[src/hdl/ascii_to_integer_parser_assert.svh]
// Assertion macros shared by the text-to-integer parser RTL
`ifndef ASCII_TO_INTEGER_PARSER_ASSERT_SVH
`define ASCII_TO_INTEGER_PARSER_ASSERT_SVH

// same-cycle implication, disabled during reset
`define ATOI_ASSERT_NOW(lbl, clk, rst, ante, cons) \
   lbl: assert property (@(posedge clk) disable iff (rst) (ante) |-> (cons)) \
      else $error("atoi same-cycle check failed");

// next-cycle implication, disabled during reset
`define ATOI_ASSERT_NEXT(lbl, clk, rst, ante, cons) \
   lbl: assert property (@(posedge clk) disable iff (rst) (ante) |=> (cons)) \
      else $error("atoi next-cycle check failed");

`endif

[src/hdl/atoi_pkg.sv]
// Shared constants and types of the text-to-integer parser
package atoi_pkg;

   // value and count widths
   localparam int VALUE_BITS    = 64;
   localparam int COUNT_BITS    = 16;
   localparam int CHR_BITS      = 8;
   localparam int NUMBER_BITS   = 64;
   localparam int CONSUMED_BITS = 16;
   localparam int BASE_BITS     = 6;
   localparam int DIGIT_BITS    = 6;
   localparam int CSR_IDX_BITS  = 1;
   localparam int CSR_DATA_BITS = 6;

   // limits of the value
   localparam logic [VALUE_BITS-1:0] VAL_MASK = {VALUE_BITS{1'b1}};
   localparam logic [VALUE_BITS-1:0] SMAX_VAL = {1'b0, {(VALUE_BITS-1){1'b1}}};
   localparam logic [VALUE_BITS-1:0] SMIN_VAL = {1'b1, {(VALUE_BITS-1){1'b0}}};
   localparam logic [COUNT_BITS-1:0] CNT_MAX  = {COUNT_BITS{1'b1}};

   // register indexes
   localparam logic [CSR_IDX_BITS-1:0] REG_RADIX    = 1'd0;
   localparam logic [CSR_IDX_BITS-1:0] REG_UNSIGNED = 1'd1;

   // character codes
   localparam logic [CHR_BITS-1:0] CHR_MINUS = 8'h2D;
   localparam logic [CHR_BITS-1:0] CHR_PLUS  = 8'h2B;
   localparam logic [CHR_BITS-1:0] CHR_ZERO  = 8'h30;
   localparam logic [CHR_BITS-1:0] CHR_NINE  = 8'h39;
   localparam logic [CHR_BITS-1:0] CHR_UX    = 8'h58;
   localparam logic [CHR_BITS-1:0] CHR_LX    = 8'h78;
   localparam logic [CHR_BITS-1:0] CHR_UA    = 8'h41;
   localparam logic [CHR_BITS-1:0] CHR_UZ    = 8'h5A;
   localparam logic [CHR_BITS-1:0] CHR_LA    = 8'h61;
   localparam logic [CHR_BITS-1:0] CHR_LZ    = 8'h7A;
   localparam logic [CHR_BITS-1:0] CHR_SPACE = 8'h20;
   localparam logic [CHR_BITS-1:0] CHR_TAB   = 8'h09;
   localparam logic [CHR_BITS-1:0] CHR_CR    = 8'h0D;

   // bases
   localparam logic [BASE_BITS-1:0] BASE_AUTO = 6'd0;
   localparam logic [BASE_BITS-1:0] BASE_OCT  = 6'd8;
   localparam logic [BASE_BITS-1:0] BASE_DEC  = 6'd10;
   localparam logic [BASE_BITS-1:0] BASE_HEX  = 6'd16;

   // decoded character
   typedef struct packed {
      logic                  is_space;
      logic                  is_sign;
      logic                  is_minus;
      logic                  is_zero;
      logic                  is_x;
      logic                  is_digit;
      logic [DIGIT_BITS-1:0] digit;
   } char_class_type;

endpackage

[src/hdl/atoi_channels.sv]
// Handshake channels of the text-to-integer parser

// character words in
interface atoi_req_if;
   logic                          valid;
   logic                          ready;
   logic [atoi_pkg::CHR_BITS-1:0] chr;
   logic                          first;

   modport source (output valid, output chr, output first, input ready);
   modport sink   (input valid, input chr, input first, output ready);
endinterface

// converted numbers out
interface atoi_rsp_if;
   logic                               valid;
   logic                               ready;
   logic [atoi_pkg::NUMBER_BITS-1:0]   number;
   logic                               range_error;
   logic [atoi_pkg::CONSUMED_BITS-1:0] consumed;

   modport source (output valid, output number, output range_error, output consumed,
                   input ready);
   modport sink   (input valid, input number, input range_error, input consumed,
                   output ready);
endinterface

[src/hdl/atoi_classify.sv]
// Character decoder: whitespace, sign, prefix and digit value
module atoi_classify (
   input  logic [atoi_pkg::CHR_BITS-1:0] chr,
   output atoi_pkg::char_class_type      cls
);

   logic [atoi_pkg::CHR_BITS-1:0] offs;

   // digit value from the matching letter or numeral range
   always_comb begin
      offs = '0;
      if (chr inside {[atoi_pkg::CHR_ZERO:atoi_pkg::CHR_NINE]}) begin
         offs = chr - atoi_pkg::CHR_ZERO;
      end else if (chr inside {[atoi_pkg::CHR_LA:atoi_pkg::CHR_LZ]}) begin
         offs = chr - atoi_pkg::CHR_LA + 8'd10;
      end else if (chr inside {[atoi_pkg::CHR_UA:atoi_pkg::CHR_UZ]}) begin
         offs = chr - atoi_pkg::CHR_UA + 8'd10;
      end
   end

   always_comb begin
      cls.is_space = (chr == atoi_pkg::CHR_SPACE) ||
                     (chr inside {[atoi_pkg::CHR_TAB:atoi_pkg::CHR_CR]});
      cls.is_minus = (chr == atoi_pkg::CHR_MINUS);
      cls.is_sign  = (chr == atoi_pkg::CHR_MINUS) || (chr == atoi_pkg::CHR_PLUS);
      cls.is_zero  = (chr == atoi_pkg::CHR_ZERO);
      cls.is_x     = (chr == atoi_pkg::CHR_LX) || (chr == atoi_pkg::CHR_UX);
      cls.is_digit = (chr inside {[atoi_pkg::CHR_ZERO:atoi_pkg::CHR_NINE]}) ||
                     (chr inside {[atoi_pkg::CHR_LA:atoi_pkg::CHR_LZ]}) ||
                     (chr inside {[atoi_pkg::CHR_UA:atoi_pkg::CHR_UZ]});
      cls.digit    = offs[atoi_pkg::DIGIT_BITS-1:0];
   end

endmodule

[src/hdl/atoi_mac.sv]
// Multiply-add of the accumulator by the base with the range check
module atoi_mac (
   input  logic [atoi_pkg::VALUE_BITS-1:0] acc,
   input  logic [atoi_pkg::BASE_BITS-1:0]  base,
   input  logic [atoi_pkg::DIGIT_BITS-1:0] digit,
   input  logic                            unsigned_mode,
   input  logic                            negative,
   output logic [atoi_pkg::VALUE_BITS-1:0] acc_next,
   output logic                            over
);

   localparam int PROD_BITS = atoi_pkg::VALUE_BITS + atoi_pkg::BASE_BITS + 1;

   logic [atoi_pkg::VALUE_BITS-1:0] limit;
   logic [PROD_BITS-1:0]            wide;

   // magnitude limit: unsigned max, or signed max (one more when negative)
   always_comb begin
      if (unsigned_mode) begin
         limit = atoi_pkg::VAL_MASK;
      end else if (negative) begin
         limit = atoi_pkg::SMIN_VAL;
      end else begin
         limit = atoi_pkg::SMAX_VAL;
      end
   end

   // full-width product, so exceeding the limit is a plain compare
   assign wide     = PROD_BITS'(acc) * PROD_BITS'(base) + PROD_BITS'(digit);
   assign over     = (wide > PROD_BITS'(limit));
   assign acc_next = wide[atoi_pkg::VALUE_BITS-1:0];

endmodule

[src/hdl/ascii_to_integer_parser.sv]
// Top level of the streaming text-to-integer parser
// The parser takes one character word per clock unless a stalled result holds
// it back. A character is held in an input register while the step logic
// (character decode, one 64 x 6 multiply-add of the accumulator by the base,
// and the range compare) updates the conversion state; the result for the
// character that terminates the number is registered in the output register
// and presented on rsp_bus. The multiply-add in that step stage sets the
// clock rate. A word with first set starts a new
// conversion; after a result further characters are ignored until the next
// first. The output register lets the next character be taken while a result
// waits; a stalled result only stops input once another terminating character
// is reached.
`include "ascii_to_integer_parser_assert.svh"

module ascii_to_integer_parser (
   input  logic                               clock,
   input  logic                               reset,
   atoi_req_if.sink                           req_bus,
   atoi_rsp_if.source                         rsp_bus,
   input  logic                               csr_wr_en,
   input  logic [atoi_pkg::CSR_IDX_BITS-1:0]  csr_index,
   input  logic [atoi_pkg::CSR_DATA_BITS-1:0] csr_wdata
);

   // conversion phases
   localparam logic [2:0] PH_SPACE     = 3'd0;
   localparam logic [2:0] PH_PREFIX    = 3'd1;
   localparam logic [2:0] PH_ZERO_AUTO = 3'd2;
   localparam logic [2:0] PH_ZERO_HEX  = 3'd3;
   localparam logic [2:0] PH_DIGITS    = 3'd4;
   localparam logic [2:0] PH_DONE      = 3'd5;

   // configuration
   logic [atoi_pkg::BASE_BITS-1:0]  radix_ff, radix_in;
   logic                            unsigned_ff, unsigned_in;

   // input register
   logic                            in_valid_ff, in_valid_in;
   logic [atoi_pkg::CHR_BITS-1:0]   chr_ff;
   logic                            first_ff;

   // conversion state
   logic [2:0]                      phase_ff, phase_in;
   logic                            neg_ff, neg_in;
   logic [atoi_pkg::BASE_BITS-1:0]  base_ff, base_in;
   logic [atoi_pkg::VALUE_BITS-1:0] acc_ff, acc_in;
   logic                            ovf_ff, ovf_in;
   logic [atoi_pkg::COUNT_BITS-1:0] cnt_ff, cnt_in;

   // result register
   logic                            rsp_valid_ff, rsp_valid_in;
   logic [atoi_pkg::VALUE_BITS-1:0] number_ff, number_in;
   logic                            range_ff;
   logic [atoi_pkg::COUNT_BITS-1:0] consumed_ff;

   // step logic
   atoi_pkg::char_class_type        cls;
   logic [2:0]                      pre_phase;
   logic                            pre_neg;
   logic [atoi_pkg::BASE_BITS-1:0]  pre_base;
   logic [atoi_pkg::VALUE_BITS-1:0] pre_acc;
   logic                            pre_ovf;
   logic [atoi_pkg::COUNT_BITS-1:0] pre_cnt;
   logic                            pre_inc;
   logic                            pre_stop;
   logic [atoi_pkg::VALUE_BITS-1:0] mac_acc;
   logic                            mac_over;
   logic                            take;
   logic                            emit;
   logic                            advance;
   logic                            out_free;
   logic                            accept;

   atoi_classify u_classify (
      .chr (chr_ff),
      .cls (cls)
   );

   atoi_mac u_mac (
      .acc           (pre_acc),
      .base          (pre_base),
      .digit         (cls.digit),
      .unsigned_mode (unsigned_ff),
      .negative      (pre_neg),
      .acc_next      (mac_acc),
      .over          (mac_over)
   );

   // configuration writes
   always_comb begin
      radix_in    = radix_ff;
      unsigned_in = unsigned_ff;
      if (csr_wr_en) begin
         case (csr_index)
            atoi_pkg::REG_RADIX:    radix_in    = csr_wdata;
            atoi_pkg::REG_UNSIGNED: unsigned_in = csr_wdata[0];
            default: ;
         endcase
      end
   end

   // prefix handling: whitespace, sign, base selection and 0x
   always_comb begin
      pre_phase = first_ff ? PH_SPACE : phase_ff;
      pre_neg   = first_ff ? 1'b0 : neg_ff;
      pre_base  = first_ff ? atoi_pkg::BASE_AUTO : base_ff;
      pre_acc   = first_ff ? '0 : acc_ff;
      pre_ovf   = first_ff ? 1'b0 : ovf_ff;
      pre_cnt   = first_ff ? '0 : cnt_ff;
      pre_inc   = 1'b0;
      pre_stop  = 1'b0;

      if (pre_phase == PH_DONE) begin
         pre_stop = 1'b1;
      end

      if (!pre_stop && pre_phase == PH_SPACE) begin
         if (cls.is_space) begin
            pre_inc  = 1'b1;
            pre_stop = 1'b1;
         end else begin
            pre_phase = PH_PREFIX;
            if (cls.is_sign) begin
               pre_neg  = cls.is_minus;
               pre_inc  = 1'b1;
               pre_stop = 1'b1;
            end
         end
      end

      if (!pre_stop && pre_phase == PH_PREFIX) begin
         if (radix_ff == atoi_pkg::BASE_AUTO) begin
            if (cls.is_zero) begin
               pre_inc   = 1'b1;
               pre_phase = PH_ZERO_AUTO;
               pre_stop  = 1'b1;
            end else begin
               pre_base  = atoi_pkg::BASE_DEC;
               pre_phase = PH_DIGITS;
            end
         end else if (radix_ff == atoi_pkg::BASE_HEX && cls.is_zero) begin
            pre_base  = atoi_pkg::BASE_HEX;
            pre_acc   = '0;
            pre_inc   = 1'b1;
            pre_phase = PH_ZERO_HEX;
            pre_stop  = 1'b1;
         end else begin
            pre_base  = radix_ff;
            pre_phase = PH_DIGITS;
         end
      end

      if (!pre_stop && pre_phase == PH_ZERO_AUTO) begin
         pre_phase = PH_DIGITS;
         if (cls.is_x) begin
            pre_base = atoi_pkg::BASE_HEX;
            pre_inc  = 1'b1;
            pre_stop = 1'b1;
         end else begin
            pre_base = atoi_pkg::BASE_OCT;
         end
      end

      if (!pre_stop && pre_phase == PH_ZERO_HEX) begin
         pre_phase = PH_DIGITS;
         if (cls.is_x) begin
            pre_inc  = 1'b1;
            pre_stop = 1'b1;
         end
      end

      if (!pre_stop && pre_base == atoi_pkg::BASE_AUTO) begin
         pre_base = atoi_pkg::BASE_DEC;
      end
   end

   // digit accumulation or termination
   assign take = !pre_stop && cls.is_digit && (cls.digit < pre_base);
   assign emit = !pre_stop && !take;

   always_comb begin
      phase_in = pre_phase;
      acc_in   = pre_acc;
      ovf_in   = pre_ovf;
      if (take) begin
         phase_in = PH_DIGITS;
         acc_in   = mac_acc;
         ovf_in   = pre_ovf | mac_over;
      end else if (emit) begin
         phase_in = PH_DONE;
      end
      neg_in  = pre_neg;
      base_in = pre_base;
      cnt_in  = ((pre_inc || take) && pre_cnt != atoi_pkg::CNT_MAX) ?
                pre_cnt + 1'b1 : pre_cnt;
   end

   // final value: saturated on overflow, otherwise the magnitude, negated in two's complement when negative
   always_comb begin
      if (pre_ovf) begin
         if (unsigned_ff) begin
            number_in = atoi_pkg::VAL_MASK;
         end else if (pre_neg) begin
            number_in = atoi_pkg::SMIN_VAL;
         end else begin
            number_in = atoi_pkg::SMAX_VAL;
         end
      end else begin
         number_in = pre_neg ? (~pre_acc + 1'b1) : pre_acc;
      end
   end

   // flow control
   assign out_free        = !rsp_valid_ff || rsp_bus.ready;
   assign advance         = in_valid_ff && (!emit || out_free);
   assign req_bus.ready   = !in_valid_ff || advance;
   assign accept          = req_bus.valid && req_bus.ready;
   assign in_valid_in     = accept ? 1'b1 : (advance ? 1'b0 : in_valid_ff);
   assign rsp_valid_in    = (advance && emit) ? 1'b1 :
                            (rsp_bus.ready ? 1'b0 : rsp_valid_ff);

   // control and state registers
   always_ff @(posedge clock) begin
      if (reset) begin
         radix_ff     <= atoi_pkg::BASE_DEC;
         unsigned_ff  <= 1'b0;
         in_valid_ff  <= 1'b0;
         rsp_valid_ff <= 1'b0;
         phase_ff     <= PH_SPACE;
         neg_ff       <= 1'b0;
         base_ff      <= atoi_pkg::BASE_AUTO;
         acc_ff       <= '0;
         ovf_ff       <= 1'b0;
         cnt_ff       <= '0;
      end else begin
         radix_ff     <= radix_in;
         unsigned_ff  <= unsigned_in;
         in_valid_ff  <= in_valid_in;
         rsp_valid_ff <= rsp_valid_in;
         if (advance) begin
            phase_ff <= phase_in;
            neg_ff   <= neg_in;
            base_ff  <= base_in;
            acc_ff   <= acc_in;
            ovf_ff   <= ovf_in;
            cnt_ff   <= cnt_in;
         end
      end
   end

   // payload registers
   always_ff @(posedge clock) begin
      if (accept) begin
         chr_ff   <= req_bus.chr;
         first_ff <= req_bus.first;
      end
      if (advance && emit) begin
         number_ff   <= number_in;
         range_ff    <= pre_ovf;
         consumed_ff <= pre_cnt;
      end
   end

   assign rsp_bus.valid       = rsp_valid_ff;
   assign rsp_bus.number      = atoi_pkg::NUMBER_BITS'(number_ff);
   assign rsp_bus.range_error = range_ff;
   assign rsp_bus.consumed    = atoi_pkg::CONSUMED_BITS'(consumed_ff);

   // a terminating character leaves the conversion finished
   `ATOI_ASSERT_NEXT(a_done_after_result, clock, reset, advance && emit, phase_ff == PH_DONE)

   // a range error always carries one of the saturation values
   `ATOI_ASSERT_NOW(a_saturated, clock, reset, rsp_valid_ff && range_ff, number_ff == atoi_pkg::VAL_MASK || number_ff == atoi_pkg::SMAX_VAL || number_ff == atoi_pkg::SMIN_VAL)

   // the character count only grows within one conversion
   `ATOI_ASSERT_NEXT(a_count_grows, clock, reset, advance && !first_ff, cnt_ff >= $past(cnt_ff))

endmodule
[src/flat_wrapper.sv]
// flat-port wrapper written by rule: the top's interface ports become plain ports
module ascii_to_integer_parser_flat 
  (clock, reset, csr_wr_en, csr_index, csr_wdata, req_bus_valid, req_bus_chr, req_bus_first, req_bus_ready, rsp_bus_valid, rsp_bus_number, rsp_bus_range_error, rsp_bus_consumed, rsp_bus_ready);
  atoi_req_if req_bus_i ();
  atoi_rsp_if rsp_bus_i ();
  input  logic clock;
  input  logic reset;
  input  logic csr_wr_en;
  input  logic [atoi_pkg::CSR_IDX_BITS-1:0] csr_index;
  input  logic [atoi_pkg::CSR_DATA_BITS-1:0] csr_wdata;
  input wire logic [$bits(req_bus_i.valid)-1:0] req_bus_valid;
  input wire logic [$bits(req_bus_i.chr)-1:0] req_bus_chr;
  input wire logic [$bits(req_bus_i.first)-1:0] req_bus_first;
  output wire logic [$bits(req_bus_i.ready)-1:0] req_bus_ready;
  output wire logic [$bits(rsp_bus_i.valid)-1:0] rsp_bus_valid;
  output wire logic [$bits(rsp_bus_i.number)-1:0] rsp_bus_number;
  output wire logic [$bits(rsp_bus_i.range_error)-1:0] rsp_bus_range_error;
  output wire logic [$bits(rsp_bus_i.consumed)-1:0] rsp_bus_consumed;
  input wire logic [$bits(rsp_bus_i.ready)-1:0] rsp_bus_ready;
  assign req_bus_i.valid = req_bus_valid;
  assign req_bus_i.chr = req_bus_chr;
  assign req_bus_i.first = req_bus_first;
  assign req_bus_ready = req_bus_i.ready;
  assign rsp_bus_valid = rsp_bus_i.valid;
  assign rsp_bus_number = rsp_bus_i.number;
  assign rsp_bus_range_error = rsp_bus_i.range_error;
  assign rsp_bus_consumed = rsp_bus_i.consumed;
  assign rsp_bus_i.ready = rsp_bus_ready;
  ascii_to_integer_parser u_core (.clock(clock), .reset(reset), .req_bus(req_bus_i), .rsp_bus(rsp_bus_i), .csr_wr_en(csr_wr_en), .csr_index(csr_index), .csr_wdata(csr_wdata));
endmodule
[config.mk]
export PLATFORM = sky130hd
export DESIGN_NAME = ascii_to_integer_parser_flat
export DESIGN_NICKNAME = d
export VERILOG_FILES = /design/src/hdl/atoi_pkg.sv /design/src/hdl/atoi_channels.sv /design/src/hdl/atoi_classify.sv /design/src/hdl/atoi_mac.sv /design/src/hdl/ascii_to_integer_parser.sv /design/src/flat_wrapper.sv
export VERILOG_INCLUDE_DIRS = /design/src /design/src/hdl
export SDC_FILE = /design/constraint.sdc
export NUM_CORES = 1
export LEC_CHECK = 0
export BUFFER_PORTS_ARGS = -buffer_cell sky130_fd_sc_hd__clkbuf_2
export CORE_UTILIZATION = 25
export CTS_CLUSTER_SIZE = 28
export DETAILED_ROUTE_END_ITERATION = 8
export MAX_ROUTING_LAYER = met4
export PLACE_DENSITY_LB_ADDON = 0.15
export SETUP_SLACK_MARGIN = 0.2
export SLEW_MARGIN = 20
export SYNTH_ARGS = -nofsm -noshare
export SYNTH_HDL_FRONTEND = slang
export SYNTH_HIERARCHICAL = 1
export SYNTH_SLANG_ARGS = --single-unit
[constraint.sdc]
create_clock -name clock -period 16.65 [get_ports clock]
set_input_delay 3.33 -clock clock [delete_from_list [all_inputs] [get_ports clock]]
set_output_delay 3.33 -clock clock [all_outputs]
set_load 0.02 [all_outputs]
==> flow_summary.json, run 1 <==
{
  "status": "completed",
  "synthFlopType": "dfxtp_1",
  "nNetsFinal": 3399,
  "async_reset_ff_frac": 0,
  "antenna_found_initial": 1,
  "die_width_um": 318.5,
  "clock_path_buffers": 2,
  "hold_depth": 2,
  "antenna_left": 0,
  "num_vias": 21180,
  "drt_pass1_iterations": 5,
  "avgRoutedWirePerCell_um": 21.21,
  "vias_per_cell": 5.041,
  "cts.repair.resized": 0,
  "setup_violations": 0,
  "regToRegStartpoint": "u_core/chr_ff[0]",
  "min_to": "u_core/base_ff[4]",
  "power.density_nw_per_um2": 41.09,
  "syn_to_final_growth_pct": 9.484,
  "ctsHtreeMaxLevel": 4,
  "clk_pin_slew_worst_paths_ns": 0.09,
  "post_cts_buffers": 0,
  "combPwrFrac": 0.147,
  "synth_cell_types": 106,
  "portBuffers": 103,
  "die_h_um": 318.5,
  "wl_mm": 89.09,
  "leakagePower_nw": 12.46,
  "cp.arrival_ns": 12.52,
  "tns_ns": 0,
  "rows": 115,
  "max_freq_mhz": 82.37,
  "grt_max_degree": 66,
  "reg2regPathDepth": 45,
  "synth.yosys.warnings": 6,
  "track_usage": 0.1818,
  "start_util": 0.2533,
  "yosys-top-cells-count": "327 x and2_1, 279 x nand2_1, 252 x fa_1, 230 x ha_1, 218 x inv_1",
  "ys_seq_elements": 190,
  "max_cap_violations": 0,
  "crit_path_max_incr_delay_ns": 0.61,
  "drive_gt1_frac": 0.08078,
  "synth_top_cell_by_area": "fa_1",
  "finish.utilization": 0.2773,
  "grt_pass1_vias": 21760,
  "vdd_drop_max_uv": 44.95,
  "crit_required_ns": 17.03,
  "cts_buffers": 17,
  "yosysSeqAreaShare": 0.1879,
  "synth_cells": 2891,
  "worst_slew_pin_slew_ns": 1.113,
  "cts_sinks": 190,
  "reg2reg_to": "u_core/ovf_ff",
  "skew_ns": 0.01580,
  "end_kind": "register",
  "clkPwrFrac": 0.392,
  "finalPower_mw": 1.126,
  "slew_violations": 0,
  "yosys-top-cells-area": "fa_1 20%, ha_1 11%, edfxtp_1 11%",
  "drc": 0,
  "min_path_type": "register to register",
  "synth_enable_flop_cells": 90,
  "critPathMaxFanout": 37,
  "synth_area_um2": 25040,
  "dieArea_um2": 101400,
  "p_seq_frac": 0.461,
  "core_um2": 98850,
  "p_sw_mw": 0.3784,
  "synth_nets": 3394,
  "cts-root-buf": "clkbuf_16",
  "ios": 104,
  "cp_slowest_cell": "nor3_1",
  "min_from": "u_core/base_ff[4]",
  "hold_violations": 0,
  "rsz0062_at_grt": "false",
  "synth.most_common_cell": "and2_1",
  "swShare": 0.3359,
  "synth_top_area_frac": 0.2015,
  "r2r_setup_slack_ns": 4.51,
  "power.internal_mw": 0.7480,
  "relSlewSlack": 0.2529,
  "clock_latency_ns": 0.51,
  "path_class": "register to register",
  "gp_congestion": 0.8979,
  "avgSynthCellArea_um2": 8.661,
  "critPathLaunchType": "register",
  "grt_overflow": 0,
  "drt_iter0_drc": 1624,
  "place_hpwl_mm": 68.66,
  "fin_crit_sh": 0.7291,
  "holdBufCountCts": 0,
  "cts_tree": "done",
  "finalCriticalPeriod_ns": 12.14,
  "grt_pass1_wl_mm": 138.2
}
[sequential cells by signal, indices dropped and copies added (netlist names)]
| register | flops |
|---|---|
| u_core/chr_ff | 8 |
| u_core/neg_ff | 1 |
| u_core/ovf_ff | 1 |
| u_core/cnt_ff | 16 |
| u_core/rsp_bus.range_error | 1 |
| u_core/base_ff | 6 |
| u_core/acc_ff | 64 |
| u_core/unsigned_ff | 1 |
| u_core/phase_ff | 3 |
| u_core/rsp_bus.consumed | 16 |
| u_core/rsp_bus.number | 64 |
| u_core/radix_ff | 6 |
| u_core/in_valid_ff | 1 |
| u_core/first_ff | 1 |
| u_core/rsp_bus.valid | 1 |
[per-stage QoR]
stage	setup WS [ns]	cells	hold slack, ns	instance area [um^2]
floorplan	6.882	2891	0.4360	25040
global placement	4.592	4163	0.4461	26790
detailed placement	4.545	4163	0.4541	26790
CTS	4.484	4195	0.4667	27380
global route	3.589	4196	0.4839	27400
finish	4.510	4201	0.4668	27420
[worst max-delay path: cells and delay by family, from the launching register on]
| family | cells | cell delay [ns] |
|---|---|---|
| AO/OA/AOI/OAI | 16 | 3.62 |
| XOR/XNOR | 2 | 0.24 |
| adder cells (fa/ha/maj) | 7 | 2.82 |
| buffers and inverters | 6 | 1.34 |
| flip-flops | 1 | 0.52 |
| AND/OR/NAND/NOR | 14 | 3.45 |
[cell type report]
type                    count  area (um^2)
repair buffers            125        695.7
well taps                1287         1610
clock inverters            15        163.9
flip-flops and latches    190         4705
multi-input cells        2343        18980
diodes                      5        12.51
fillers                 10660        71440
inverters                 219        822.0
clock buffers              17        425.4
[cell usage in the layout (no fill, tap or decap), types with 90 or more instances in the layout]
cell	count
a21oi_1	209
and2_1	327
clkbuf_2	102
dfxtp_1	100
edfxtp_1	90
fa_1	252
ha_1	230
inv_1	213
nand2_1	278
nor2_1	200
o21ai_0	102
[per-layer routing]
layer,vias to the layer above,wire (um),GRT usage
met1,10590,44890,0.2575
li1,10040,-,-
met4,0,1570,0.04176
met3,70,2783,0.01488
met5,-,0,-
met2,482,39850,0.2800
[power groups by stage]
stage               Combinational, mW  Sequential, mW  Clock [mW]
floorplan                      0.0852           0.545           0
global placement                0.168           0.531           0
detailed placement              0.167           0.531           0
CTS                             0.168           0.520       0.457
global route                    0.179           0.522       0.470
finish                          0.166           0.520       0.441
[logic make-up (layout without fill, tap and decap cells)]
family,Yosys count,in the layout,synth area share
and+or+nand+nor,1105,1105,0.2274
AOI/OAI and AO/OA,645,645,0.1720
adders and majority gates,482,482,0.3164
buffers and inverters,358,376,0.05691
DFF,190,190,0.1879
xor gates and xnor gates,101,101,0.03533
muxes,10,10,0.004047
other,0,5,0
[worst max-delay path by stage]
stage                          start  slack, ns             to  cells after the start
detailed placement  u_core/chr_ff[0]       4.54  u_core/ovf_ff                     44
finish              u_core/chr_ff[0]       4.51  u_core/ovf_ff                     45
floorplan           u_core/chr_ff[0]       6.88  u_core/ovf_ff                     47
global placement    u_core/chr_ff[1]       4.59  u_core/ovf_ff                     44
global route        u_core/chr_ff[0]       3.59  u_core/ovf_ff                     45
CTS                 u_core/chr_ff[0]       4.48  u_core/ovf_ff                     44
Note: power is estimated with default switching activity, not from simulation.
==> inputs of run 2 (changes only) <==
- clock period: 16.65 -> 11.7 ns (I/O delays scaled with it)
==> run 2 against run 1 <==
  * Die area unchanged
  * Final cell count up 0.76%
  * Clock skew grew 0.00083 ns
  * Worst setup slack got worse by 3.6 ns
  * First-iteration DRC count is 16% lower
  * Non-clock buffer count is 33 higher
  * Clock power up 49%
  * Flip-flop and latch count unchanged
  * Global-route usage up 0.35 points
  * Via count increased by 0.88%
  * Utilization grew 0.42 points
  * Critical path type unchanged
  * Critical endpoint unchanged
  * Largest power group unchanged
==> flow_summary.json, run 2 (synthesis results as in run 1) <==
{
  "crit_path_max_incr_delay_ns": 0.52,
  "layout_commonest_cell": "and2_1",
  "end_kind": "register",
  "max_cap_violations": 0,
  "setup_violations": 0,
  "dp.cells": 4187,
  "min_to": "u_core/base_ff[4]",
  "skew_ns": 0.01663,
  "path_class": "register to register",
  "core_um2": 98850,
  "die_h_um": 318.5,
  "grt_pass1_vias": 21920,
  "critPathMaxFanout": 32,
  "place_hpwl_mm": 70.03,
  "rows": 115,
  "r2r_setup_slack_ns": 0.90,
  "min_path_type": "register to register",
  "cts-root-buf": "clkbuf_16",
  "max_freq_mhz": 92.56,
  "reg2reg_to": "u_core/ovf_ff",
  "vias_per_cell": 5.047,
  "clk_pin_slew_worst_paths_ns": 0.09,
  "rsz0062_at_grt": "false",
  "leakagePower_nw": 12.68,
  "finalCriticalPeriod_ns": 10.80,
  "fin_crit_sh": 0.9235,
  "cp_top_family": "compound AO/OA/AOI/OAI gates",
  "nNetsFinal": 3433,
  "antenna_found_initial": 3,
  "regToRegStartpoint": "u_core/chr_ff[1]",
  "hold_depth": 2,
  "wl_mm": 91.62,
  "drive_gt1_frac": 0.09344,
  "clock_path_buffers": 2,
  "drt_iter0_drc": 1368,
  "holdBufCountCts": 0,
  "ios": 104,
  "worst_slew_pin_slew_ns": 1.036,
  "die_width_um": 318.5,
  "syn_to_final_growth_pct": 11.13,
  "drc": 0,
  "worst-path-buf-inv": 7,
  "cts_buffers": 17,
  "slew_violations": 0,
  "layout_common_cells": "327 x and2_1, 278 x nand2_1, 252 x fa_1, 230 x ha_1, 213 x inv_1",
  "crit_required_ns": 12.07,
  "dieArea_um2": 101400,
  "cts_sinks": 190,
  "drt_pass1_iterations": 5,
  "avgRoutedWirePerCell_um": 21.64,
  "ctsHtreeMaxLevel": 4,
  "gp_congestion": 0.9153,
  "min_from": "u_core/base_ff[4]",
  "cts_tree": "done",
  "cp_slowest_cell": "fa_1",
  "status": "completed",
  "track_usage": 0.1854,
  "grt_max_degree": 67,
  "fin_cells": 4233,
  "grt_pass1_wl_mm": 140.1,
  "power.density_nw_per_um2": 59.30,
  "start_util": 0.2533,
  "antenna_left": 0,
  "relSlewSlack": 0.2997,
  "hold_slack_ns": 0.4593,
  "tns_ns": 0,
  "vdd_drop_max_uv": 98.66,
  "reg2regPathDepth": 46,
  "critPathLaunchType": "register",
  "grt_overflow": 0,
  "cp.arrival_ns": 11.17,
  "clock_latency_ns": 0.51,
  "portBuffers": 103,
  "num_vias": 21370,
  "hold_violations": 0
}
-- run 2: changes by cell type in the layout (fill, tap and decap cells not counted), moves of 2 or more --
| cell | change |
|---|---|
| clkinv_8 | +2 |
| buf_4 | +29 |
| o21ai_0 | -2 |
| diode_2 | -2 |
| nor3_1 | -2 |
| o21ai_1 | +2 |
| inv_6 | -3 |
| clkinv_4 | +2 |
| nor3_2 | +2 |
-- run 2: stage by stage --
stage	power (mW)	cell area (um^2)	setup WS [ns]	utilization
2_1_floorplan	0.8975	25040	1.932	-
3_5_place_dp	1.002	27010	0.4293	0.2732
3_3_place_gp	1.004	27010	0.5498	0.2732
6_report	1.650	27830	0.8956	0.2815
4_1_cts	1.669	27640	0.3765	0.2796
5_1_grt	1.713	27820	0.1398	0.2814
-- run 2: metal layers --
metal	share of wire	routed length, um	track usage
met3	0.039	3549	0.01851
met2	0.45	41670	0.2875
met5	0	0	-
met4	0.012	1094	0.03457
met1	0.49	45300	0.2616
-- run 2: how the worst max path moves through the flow --
stage	to	depth (start not counted)	start
finish	u_core/ovf_ff	46	u_core/chr_ff[1]
global route	u_core/ovf_ff	45	u_core/chr_ff[1]
CTS	u_core/ovf_ff	43	u_core/chr_ff[0]
detailed placement	u_core/ovf_ff	43	u_core/chr_ff[0]
global placement	u_core/ovf_ff	43	u_core/chr_ff[1]
floorplan	u_core/ovf_ff	47	u_core/chr_ff[0]
-- run 2: layout make-up --
| cell class | instances | area (um^2) |
|---|---|---|
| Clock buffer | 17 | 425.4 |
| Tap cell | 1287 | 1610 |
| Clock inverter | 15 | 205.2 |
| Sequential cell | 190 | 4705 |
| Inverter | 219 | 822.0 |
| Multi-Input combinational cell | 2344 | 19050 |
| Antenna cell | 3 | 7.507 |
| Timing Repair Buffer | 158 | 1001 |
| Fill cell | 10640 | 71020 |
-- run 2: power by group --
| group | internal, mW | switching [mW] |
|---|---|---|
| Clock | 0.296 | 0.361 |
| Combinational | 0.0655 | 0.188 |
| Sequential | 0.722 | 0.0166 |
| Total | 1.08 | 0.566 |
-- run 2: tightest hold or removal path, stage by stage, from the launching register on --
cell and delay (ns):
dfxtp_1 0.32, nand2_1 0.05, a21oi_1 0.05
-- run 2: timing repair --
item                       in CTS  in global routing
setup endpoints to repair       0                  1
buffers inserted                0                  9
gates resized for setup         0                 15
